==> config.mk <==
export PLATFORM = sky130hd
export DESIGN_NAME = source_text_tokenizer_top
export DESIGN_NICKNAME = d
export VERILOG_FILES = /design/src/hw/rtl/stt_pkg.sv /design/src/hw/rtl/source_text_tokenizer_top.sv
export SDC_FILE = /design/constraint.sdc
export NUM_CORES = 1
export LEC_CHECK = 0
export BUFFER_PORTS_ARGS = -buffer_cell sky130_fd_sc_hd__buf_2
export CAP_MARGIN = 20
export CORE_MARGIN = 3
export CORE_UTILIZATION = 30
export CTS_CLUSTER_SIZE = 14
export DETAILED_ROUTE_END_ITERATION = 12
export GPL_ROUTABILITY_DRIVEN = 0
export GPL_TIMING_DRIVEN = 0
export SETUP_SLACK_MARGIN = 0.2
export SLEW_MARGIN = 20
export SYNTH_ARGS = -nofsm -noshare
export SYNTH_HDL_FRONTEND = slang
export SYNTH_SLANG_ARGS = --single-unit
==> constraint.sdc <==
create_clock -name i_clk -period 6.82 [get_ports i_clk]
set_clock_uncertainty 0.15 [all_clocks]
set_input_delay 1.023 -clock i_clk [delete_from_list [all_inputs] [get_ports i_clk]]
set_output_delay 1.023 -clock i_clk [all_outputs]
set_load 0.02 [all_outputs]
==> src/hw/rtl/stt_pkg.sv <==
// Package for the source text tokenizer: token kinds, token record,
// keyword tables and byte classification helpers.
// Depends on nothing; imported by source_text_tokenizer_top and the testbench.
`default_nettype none

package stt_pkg;

    localparam int COUNTER_BITS = 24;
    localparam int FIELD_BITS   = 24;
    localparam int QUEUE_DEPTH  = 4;

    typedef logic [COUNTER_BITS-1:0] t_count;
    typedef logic [FIELD_BITS-1:0]   t_field;

    localparam logic [3:0] K_NL      = 4'd0;
    localparam logic [3:0] K_ID      = 4'd1;
    localparam logic [3:0] K_DISPLAY = 4'd2;
    localparam logic [3:0] K_MANLO   = 4'd3;
    localparam logic [3:0] K_BOOL    = 4'd4;
    localparam logic [3:0] K_INT     = 4'd5;
    localparam logic [3:0] K_FLOAT   = 4'd6;
    localparam logic [3:0] K_STR     = 4'd7;
    localparam logic [3:0] K_EQ      = 4'd8;
    localparam logic [3:0] K_LPAR    = 4'd9;
    localparam logic [3:0] K_RPAR    = 4'd10;
    localparam logic [3:0] K_COMMA   = 4'd11;
    localparam logic [3:0] K_COLON   = 4'd12;
    localparam logic [3:0] K_UNKNOWN = 4'd13;
    localparam logic [3:0] K_EOF     = 4'd14;

    localparam logic [7:0] KW_TEXT [4][8] = '{
        '{"d", "i", "s", "p", "l", "a", "y", 8'h00},
        '{"m", "a", "n", "l", "o", 8'h00, 8'h00, 8'h00},
        '{"t", "r", "u", "e", 8'h00, 8'h00, 8'h00, 8'h00},
        '{"f", "a", "l", "s", "e", 8'h00, 8'h00, 8'h00}
    };
    localparam logic [3:0] KW_LEN  [4] = '{4'd7, 4'd5, 4'd4, 4'd5};
    localparam logic [3:0] KW_KIND [4] = '{K_DISPLAY, K_MANLO, K_BOOL, K_BOOL};

    typedef struct packed {
        logic [3:0] kind;
        t_field     offset;
        t_field     length;
        t_field     line;
        logic       last;
    } t_token;

    function automatic t_count sat_inc(input t_count v);
        return (v == '1) ? v : v + t_count'(1);
    endfunction

    function automatic t_field to_field(input t_count v);
        logic [63:0] w;
        w = 64'(v);
        return w[FIELD_BITS-1:0];
    endfunction

    function automatic logic is_alpha(input logic [7:0] c);
        return (c >= "a" && c <= "z") || (c >= "A" && c <= "Z") || c == "_";
    endfunction

    function automatic logic is_digit(input logic [7:0] c);
        return c >= "0" && c <= "9";
    endfunction

    function automatic logic is_blank(input logic [7:0] c);
        return c == 8'h20 || c == 8'h09 || c == 8'h0B || c == 8'h0C || c == 8'h0D;
    endfunction

    function automatic logic [3:0] kw_filter(input logic [3:0] mask, input t_count idx,
                                             input logic [7:0] c);
        logic [3:0] res;
        logic [2:0] i3;
        res = 4'd0;
        i3  = idx[2:0];
        if (idx < t_count'(8)) begin
            for (int k = 0; k < 4; k++) begin
                res[k] = mask[k] && ({1'b0, i3} < KW_LEN[k]) && (KW_TEXT[k][i3] == c);
            end
        end
        return res;
    endfunction

    function automatic logic [3:0] symbol_kind(input logic [7:0] c);
        logic [3:0] k;
        unique case (c)
            "=":     k = K_EQ;
            "(":     k = K_LPAR;
            ")":     k = K_RPAR;
            ",":     k = K_COMMA;
            ":":     k = K_COLON;
            default: k = K_UNKNOWN;
        endcase
        return k;
    endfunction

endpackage

`default_nettype wire

==> src/hw/rtl/source_text_tokenizer_top.sv <==
// Source text tokenizer top level: lexer state, token build and output queue.
// Depends on stt_pkg.
//
// Usage: source bytes enter on the s_axis channel, one byte per beat, with
// s_axis_tuser[0] set on a final beat that carries no byte and marks the end
// of the text. Tokens leave on the m_axis channel as offset, length and line
// in tdata and the kind in tuser; tlast marks the final token caused by one
// input beat. A byte is fully handled in the cycle it is accepted: the lexer
// state and up to two tokens are written into a four-entry output queue.
// Throughput is one byte per cycle while s_axis_tready is high. A byte that
// ends a pending token and also forms one of its own gives two output beats;
// the queue absorbs that, and s_axis_tready drops only while fewer than two
// queue slots are free, which is also what happens when the receiver stalls.
// The end beat flushes any pending token, emits end-of-file and returns the
// lexer to its reset state. Reset empties the queue and sets offset 0,
// line 1, no pending token.
`default_nettype none

module source_text_tokenizer_top
    import stt_pkg::*;
(
    input  wire         i_clk,
    input  wire         i_rst_n,
    input  wire         s_axis_tvalid,
    output logic        s_axis_tready,
    input  wire  [7:0]  s_axis_tdata,   // [7:0] char_byte
    input  wire  [0:0]  s_axis_tuser,   // [0] end_of_source
    output logic        m_axis_tvalid,
    input  wire         m_axis_tready,
    output logic [71:0] m_axis_tdata,   // [23:0] text_offset, [47:24] text_length,
                                        // [71:48] line_number
    output logic [3:0]  m_axis_tuser,   // [3:0] token_kind
    output logic        m_axis_tlast    // last_of_run
);

    typedef enum logic [2:0] {
        M_IDLE  = 3'd0,
        M_IDENT = 3'd1,
        M_INT   = 3'd2,
        M_FRAC  = 3'd3,
        M_STR   = 3'd4
    } t_mode;

    localparam int PTR_BITS = $clog2(QUEUE_DEPTH);

    t_mode      r_mode, n_mode;
    t_count     r_start, n_start;
    t_count     r_len, n_len;
    t_count     r_pos, n_pos;
    t_count     r_line, n_line;
    logic [3:0] r_kw, n_kw;

    t_token                  r_queue [QUEUE_DEPTH];
    logic [PTR_BITS-1:0]     r_head, r_tail;
    logic [PTR_BITS:0]       r_count, n_count;

    t_token     tok_a, tok_b;
    logic       val_a, val_b;
    logic       accept, pop;
    logic [3:0] flush_kind;
    logic [7:0] c;
    logic       eos;

    assign c      = s_axis_tdata;
    assign eos    = s_axis_tuser[0];
    assign accept = s_axis_tvalid && s_axis_tready;
    assign pop    = m_axis_tvalid && m_axis_tready;

    assign s_axis_tready = (r_count <= (PTR_BITS+1)'(QUEUE_DEPTH - 2));
    assign m_axis_tvalid = (r_count != '0);
    assign m_axis_tdata  = {r_queue[r_head].line, r_queue[r_head].length,
                            r_queue[r_head].offset};
    assign m_axis_tuser  = r_queue[r_head].kind;
    assign m_axis_tlast  = r_queue[r_head].last;

    always_comb begin
        flush_kind = K_ID;
        unique case (r_mode)
            M_IDENT: begin
                flush_kind = K_ID;
                for (int k = 3; k >= 0; k--) begin
                    if (r_kw[k] && r_len == t_count'(KW_LEN[k])) begin
                        flush_kind = KW_KIND[k];
                    end
                end
            end
            M_INT:   flush_kind = K_INT;
            M_FRAC:  flush_kind = K_FLOAT;
            M_STR:   flush_kind = K_STR;
            default: flush_kind = K_ID;
        endcase
    end

    always_comb begin
        logic consumed;
        consumed = 1'b0;
        n_mode   = r_mode;
        n_start  = r_start;
        n_len    = r_len;
        n_pos    = r_pos;
        n_line   = r_line;
        n_kw     = r_kw;
        val_a    = 1'b0;
        val_b    = 1'b0;
        tok_a    = '{kind: flush_kind, offset: to_field(r_start), length: to_field(r_len),
                     line: to_field(r_line), last: 1'b0};
        tok_b    = '{kind: K_EOF, offset: to_field(r_pos), length: '0,
                     line: to_field(r_line), last: 1'b1};

        if (eos) begin
            val_a   = (r_mode != M_IDLE);
            val_b   = 1'b1;
            n_mode  = M_IDLE;
            n_start = '0;
            n_len   = '0;
            n_pos   = '0;
            n_line  = t_count'(1);
            n_kw    = '0;
        end else begin
            unique case (r_mode)
                M_STR: begin
                    consumed = 1'b1;
                    if (c == 8'h22) begin
                        val_a = 1'b1;
                    end else begin
                        n_len = sat_inc(r_len);
                    end
                end
                M_IDENT: begin
                    if (is_alpha(c) || is_digit(c)) begin
                        consumed = 1'b1;
                        n_kw     = kw_filter(r_kw, r_len, c);
                        n_len    = sat_inc(r_len);
                    end else begin
                        val_a = 1'b1;
                    end
                end
                M_INT: begin
                    if (is_digit(c) || c == ".") begin
                        consumed = 1'b1;
                        if (c == ".") begin
                            n_mode = M_FRAC;
                        end
                        n_len = sat_inc(r_len);
                    end else begin
                        val_a = 1'b1;
                    end
                end
                M_FRAC: begin
                    if (is_digit(c)) begin
                        consumed = 1'b1;
                        n_len    = sat_inc(r_len);
                    end else begin
                        val_a = 1'b1;
                    end
                end
                default: begin
                end
            endcase

            if (val_a) begin
                n_mode = M_IDLE;
                n_kw   = '0;
            end

            tok_b.offset = to_field(r_pos);
            tok_b.length = FIELD_BITS'(1);
            if (!consumed) begin
                priority if (c == 8'h0A) begin
                    val_b      = 1'b1;
                    tok_b.kind = K_NL;
                    n_line     = sat_inc(r_line);
                end else if (is_blank(c)) begin
                    val_b = 1'b0;
                end else if (is_alpha(c)) begin
                    n_mode  = M_IDENT;
                    n_start = r_pos;
                    n_len   = t_count'(1);
                    n_kw    = kw_filter(4'hF, '0, c);
                end else if (is_digit(c)) begin
                    n_mode  = M_INT;
                    n_start = r_pos;
                    n_len   = t_count'(1);
                end else if (c == 8'h22) begin
                    n_mode  = M_STR;
                    n_start = sat_inc(r_pos);
                    n_len   = '0;
                end else begin
                    val_b      = 1'b1;
                    tok_b.kind = symbol_kind(c);
                end
            end
            n_pos      = sat_inc(r_pos);
            tok_a.last = !val_b;
        end
    end

    always_comb begin
        n_count = r_count;
        if (accept) begin
            n_count = n_count + (PTR_BITS+1)'(val_a) + (PTR_BITS+1)'(val_b);
        end
        if (pop) begin
            n_count = n_count - (PTR_BITS+1)'(1);
        end
    end

    always_ff @(posedge i_clk) begin
        if (!i_rst_n) begin
            r_mode  <= M_IDLE;
            r_start <= '0;
            r_len   <= '0;
            r_pos   <= '0;
            r_line  <= t_count'(1);
            r_kw    <= '0;
            r_head  <= '0;
            r_tail  <= '0;
            r_count <= '0;
        end else begin
            if (accept) begin
                r_mode  <= n_mode;
                r_start <= n_start;
                r_len   <= n_len;
                r_pos   <= n_pos;
                r_line  <= n_line;
                r_kw    <= n_kw;
                r_tail  <= r_tail + PTR_BITS'(val_a) + PTR_BITS'(val_b);
            end
            if (pop) begin
                r_head <= r_head + PTR_BITS'(1);
            end
            r_count <= n_count;
        end
    end

    always_ff @(posedge i_clk) begin
        if (accept) begin
            if (val_a) begin
                r_queue[r_tail] <= tok_a;
            end
            if (val_b) begin
                r_queue[r_tail + PTR_BITS'(val_a)] <= tok_b;
            end
        end
    end

endmodule

`default_nettype wire

==> metrics.json <==
{
  "crit_path_cell_trace": {"value": "clkbuf_1 -> clkbuf_1 -> clkbuf_1 -> clkbuf_1 -> mux4_2 -> buf_2"},
  "worstReg2RegEnd": {"value": "r_queue[2][54]"},
  "synthFlopType": {"value": "edfxtp_1"},
  "min_delay_path_depth": {"value": 2},
  "dr.first_iter.drc_count": {"value": 1826},
  "critPathMostFrequentCell": {"value": "clkbuf_1"},
  "die_w": {"value": 272, "unit": "um"},
  "design_power_total": {"value": 7.60, "unit": "mW"},
  "cts.sinks": {"value": 420},
  "syn_to_final_growth": {"value": 15.3, "unit": "%"},
  "timing.reg2reg.setup_slack": {"value": 2.38, "unit": "ns"},
  "detail_route.drc_violations": {"value": 0},
  "synthTopCellsByArea": {"value": "edfxtp_1 (30%), dfxtp_1 (20%), mux4_2 (8.2%)"},
  "worstPathArrival": {"value": 3.98, "unit": "ns"},
  "holdCritPathClass": {"value": "reg2reg"},
  "max-cap-violations": {"value": 0},
  "final_min_period_over_clock_period": {"value": 0.756},
  "netlist.area_leader.share": {"value": 0.301},
  "dr_total_vias": {"value": 17500},
  "place_hpwl": {"value": 46.9, "unit": "mm"},
  "setup-tns-final": {"value": 0, "unit": "ns"},
  "drt_pre_antenna_iters": {"value": 5},
  "max-slew-margin-rel": {"value": 0.203},
  "worstHoldStart": {"value": "r_queue[3][28]"},
  "synth_cells": {"value": 2074},
  "cts_tree": {"value": "built"},
  "fill_cells": {"value": 6900},
  "setup_violations": {"value": 0},
  "post_cts_resize_count": {"value": 0},
  "status": {"value": "complete, no violations"},
  "antenna_found_initial": {"value": 9},
  "cellPowerDensity": {"value": 312, "unit": "nW/um2"},
  "met3_usage": {"value": 0.0288},
  "synth-seq-cells": {"value": 420},
  "use_met2": {"value": 0.291},
  "io-pin-count": {"value": 92},
  "power.leakage": {"value": 7.73, "unit": "nW"},
  "achievable-frequency": {"value": 0.194, "unit": "GHz"},
  "regArea": {"value": 10500, "unit": "um2"},
  "fin_ws": {"value": 1.66, "unit": "ns"},
  "clk_pin_slew_worst_paths": {"value": 0.06, "unit": "ns"},
  "port_buffers": {"value": 90},
  "dpl-instance-area": {"value": 22900, "unit": "um2"},
  "final_period_minus_worst_setup_slack": {"value": 5.16, "unit": "ns"},
  "postSynth.asyncResetShare": {"value": 0},
  "initial_utilization": {"value": 0.306},
  "cpPeakStageDelay": {"value": 0.73, "unit": "ns"},
  "pre_cts_slack": {"value": 1.31, "unit": "ns"},
  "critPathLaunchType": {"value": "flop"},
  "grt_most_used_layer": {"value": "met2"},
  "use_met1": {"value": 0.228},
  "number_of_flops_mapped_to_enable_cells_by_yosys": {"value": 212},
  "synth_cell_type_count": {"value": 84},
  "grt_first_pass_wirelength": {"value": 103, "unit": "mm"},
  "final_hold_viol_count": {"value": 0},
  "clk_path_buf_depth": {"value": 3},
  "first_global_vias": {"value": 17600},
  "post_cts_hold_buffer_count": {"value": 0},
  "grt_setup_unrepaired": {"value": "false"},
  "grt_start_max_net_pins": {"value": 46},
  "fin_nets": {"value": 2241},
  "core_area": {"value": 69200, "unit": "um2"},
  "drtAntennaViolNets": {"value": 0},
  "layout_cell_share_with_drive_strength_beyond_1": {"value": 0.144},
  "finish.instance_area": {"value": 24400, "unit": "um2"},
  "route.final.wire_length": {"value": 66.3, "unit": "mm"},
  "worst_r2r_path_depth": {"value": 12},
  "worst_ep_required_time": {"value": 5.65, "unit": "ns"},
  "syn-num-nets": {"value": 2102},
  "clk_root_buffer_cell": {"value": "clkbuf_16"},
  "synth_commonest_cells": {"value": "nand2_1 (264), edfxtp_1 (212), dfxtp_1 (208)"},
  "multiInputGateArea": {"value": 9670, "unit": "um2"},
  "drt-vias-per-instance": {"value": 5.49},
  "total_die_area": {"value": 73700, "unit": "um2"},
  "critical_path.slowest_cell": {"value": "clkbuf_1"},
  "hold_path_end": {"value": "r_queue[3][28]"},
  "ys.warnings.count": {"value": 0},
  "grt.overflow.total": {"value": 0},
  "synth_most_common_cell": {"value": "nand2_1"},
  "numCtsBuffers": {"value": 43},
  "rows": {"value": 96},
  "clock_insertion_delay_worst_skew": {"value": 0.56, "unit": "ns"},
  "critical_path.endpoint_type": {"value": "primary output"},
  "cts_htree_levels": {"value": 2},
  "worstReg2RegStart": {"value": "r_mode[0]"},
  "critical_path_class": {"value": "reg2out"},
  "post_synth_instance_area": {"value": 21200, "unit": "um2"},
  "groute.usage.overall": {"value": 0.176},
  "final_core_utilization": {"value": 0.353},
  "final-max-slew-violation-count": {"value": 0},
  "critPathMaxFanout": {"value": 10},
  "synth.avg_cell_area": {"value": 10.2, "unit": "um2"},
  "die_y": {"value": 272, "unit": "um"},
  "max_slew.worst_pin.slew": {"value": 1.19, "unit": "ns"},
  "sequential_fraction_of_the_synthesis_area": {"value": 0.498},
  "synth_top_area_cell": {"value": "edfxtp_1"},
  "power.ir.vdd_worst": {"value": 0.155, "unit": "mV"},
  "detail_route.wl_per_cell": {"value": 20.8, "unit": "um"},
  "cts_setup_buffers": {"value": 0}
}
## sequential cells by signal, summed over array words and instances (netlist names), named ones only
| name | cells |
|---|---|
| r_start | 24 |
| r_mode | 3 |
| r_kw | 4 |
| r_tail | 2 |
| r_count | 3 |
| r_head | 2 |
| r_queue | 308 |
| r_line | 24 |
| r_len | 24 |
| r_pos | 24 |
## cells in the final DEF, fill, tap and decap left out, drive strengths merged, types with 6 or more instances in the layout
master / netlist / layout
mux2i: 8 / 8
mux4: 77 / 77
nand2b: 10 / 10
a31oi: 32 / 32
o21a: 6 / 6
xor2: 10 / 10
nor2b: 15 / 15
a21boi: 20 / 20
clkinv: 0 / 14
or2: 6 / 6
o2bb2ai: 25 / 25
nand2: 264 / 264
nor2: 71 / 71
and2: 99 / 99
or3: 20 / 20
nand4: 31 / 31
nand3: 49 / 49
o211ai: 116 / 116
nor4b: 6 / 6
nor3: 37 / 37
edfxtp: 212 / 212
a21oi: 144 / 144
or4: 6 / 6
inv: 49 / 51
clkbuf: 129 / 185
xnor2: 57 / 57
and3: 19 / 19
ha: 14 / 14
nor4: 19 / 19
buf: 61 / 155
dfxtp: 208 / 208
o21ai: 178 / 178
and4: 13 / 13
## worst max-delay path: cells and delay by family (launching register included)
family   cells  cell delay [ns]
mux          1             0.46
flops        1             0.30
buf+inv      5             2.63
## cell type report
cell class	instances	area share
buffer	190	0.0330
clock inverter	24	0.0109
antenna	5	0.000513
tap	931	0.0478
timing repair buffer	94	0.0227
inverter	49	0.00754
sequential	420	0.432
clock buffer	56	0.0494
multi-input combinational	1415	0.396
## kinds of logic (layout without fill, tap and decap cells)
logic type / after synthesis / count (layout) / share of synthesized area
flip-flops: 420 / 420 / 0.498
AO/OA/AOI/OAI: 569 / 569 / 0.169
multiplexers: 86 / 86 / 0.0863
XOR/XNOR: 67 / 67 / 0.0277
adder cells (fa/ha/maj): 15 / 15 / 0.00923
AND/OR/NAND/NOR: 678 / 678 / 0.164
buffers and inverters: 239 / 413 / 0.0461
other: 0 / 5 / 0
## worst max-delay path by stage
stage | from | end | slack, ns | depth (start not counted)
global route | flop | m_axis_tdata[29] | 1.43 | 6
CTS | flop | m_axis_tdata[27] | 1.55 | 6
finish | flop | m_axis_tdata[27] | 1.66 | 6
detailed placement | s_axis_tdata[7] | r_queue[2][61] | 1.31 | 12
global placement | s_axis_tdata[7] | r_queue[2][23] | -0.94 | 12
floorplan | s_axis_tdata[4] | r_queue[2][10] | 1.15 | 11
## per-stage QoR
step	std cells	hold slack (ns)
2_1_floorplan	2074	0.277
3_3_place_gp	3095	0.286
3_5_place_dp	3099	0.295
4_1_cts	3179	0.304
5_1_grt	3180	0.325
6_report	3184	0.303
## power breakdown
| part | internal, mW | switching, mW | leakage [nW] |
|---|---|---|---|
| clock network | 1.44 | 1.03 | 0.714 |
| registers | 2.95 | 0.0750 | 3.63 |
| logic | 0.703 | 1.40 | 3.39 |
## routing by layer
layer,routed length (um),part of all wire,up-vias
met1,27100,0.41,8449
met5,41,0.00062,-
met3,5580,0.084,195
met2,31100,0.47,880
li1,-,-,7941
met4,2500,0.038,6
No activity file was read; power rests on OpenSTA's default activity.
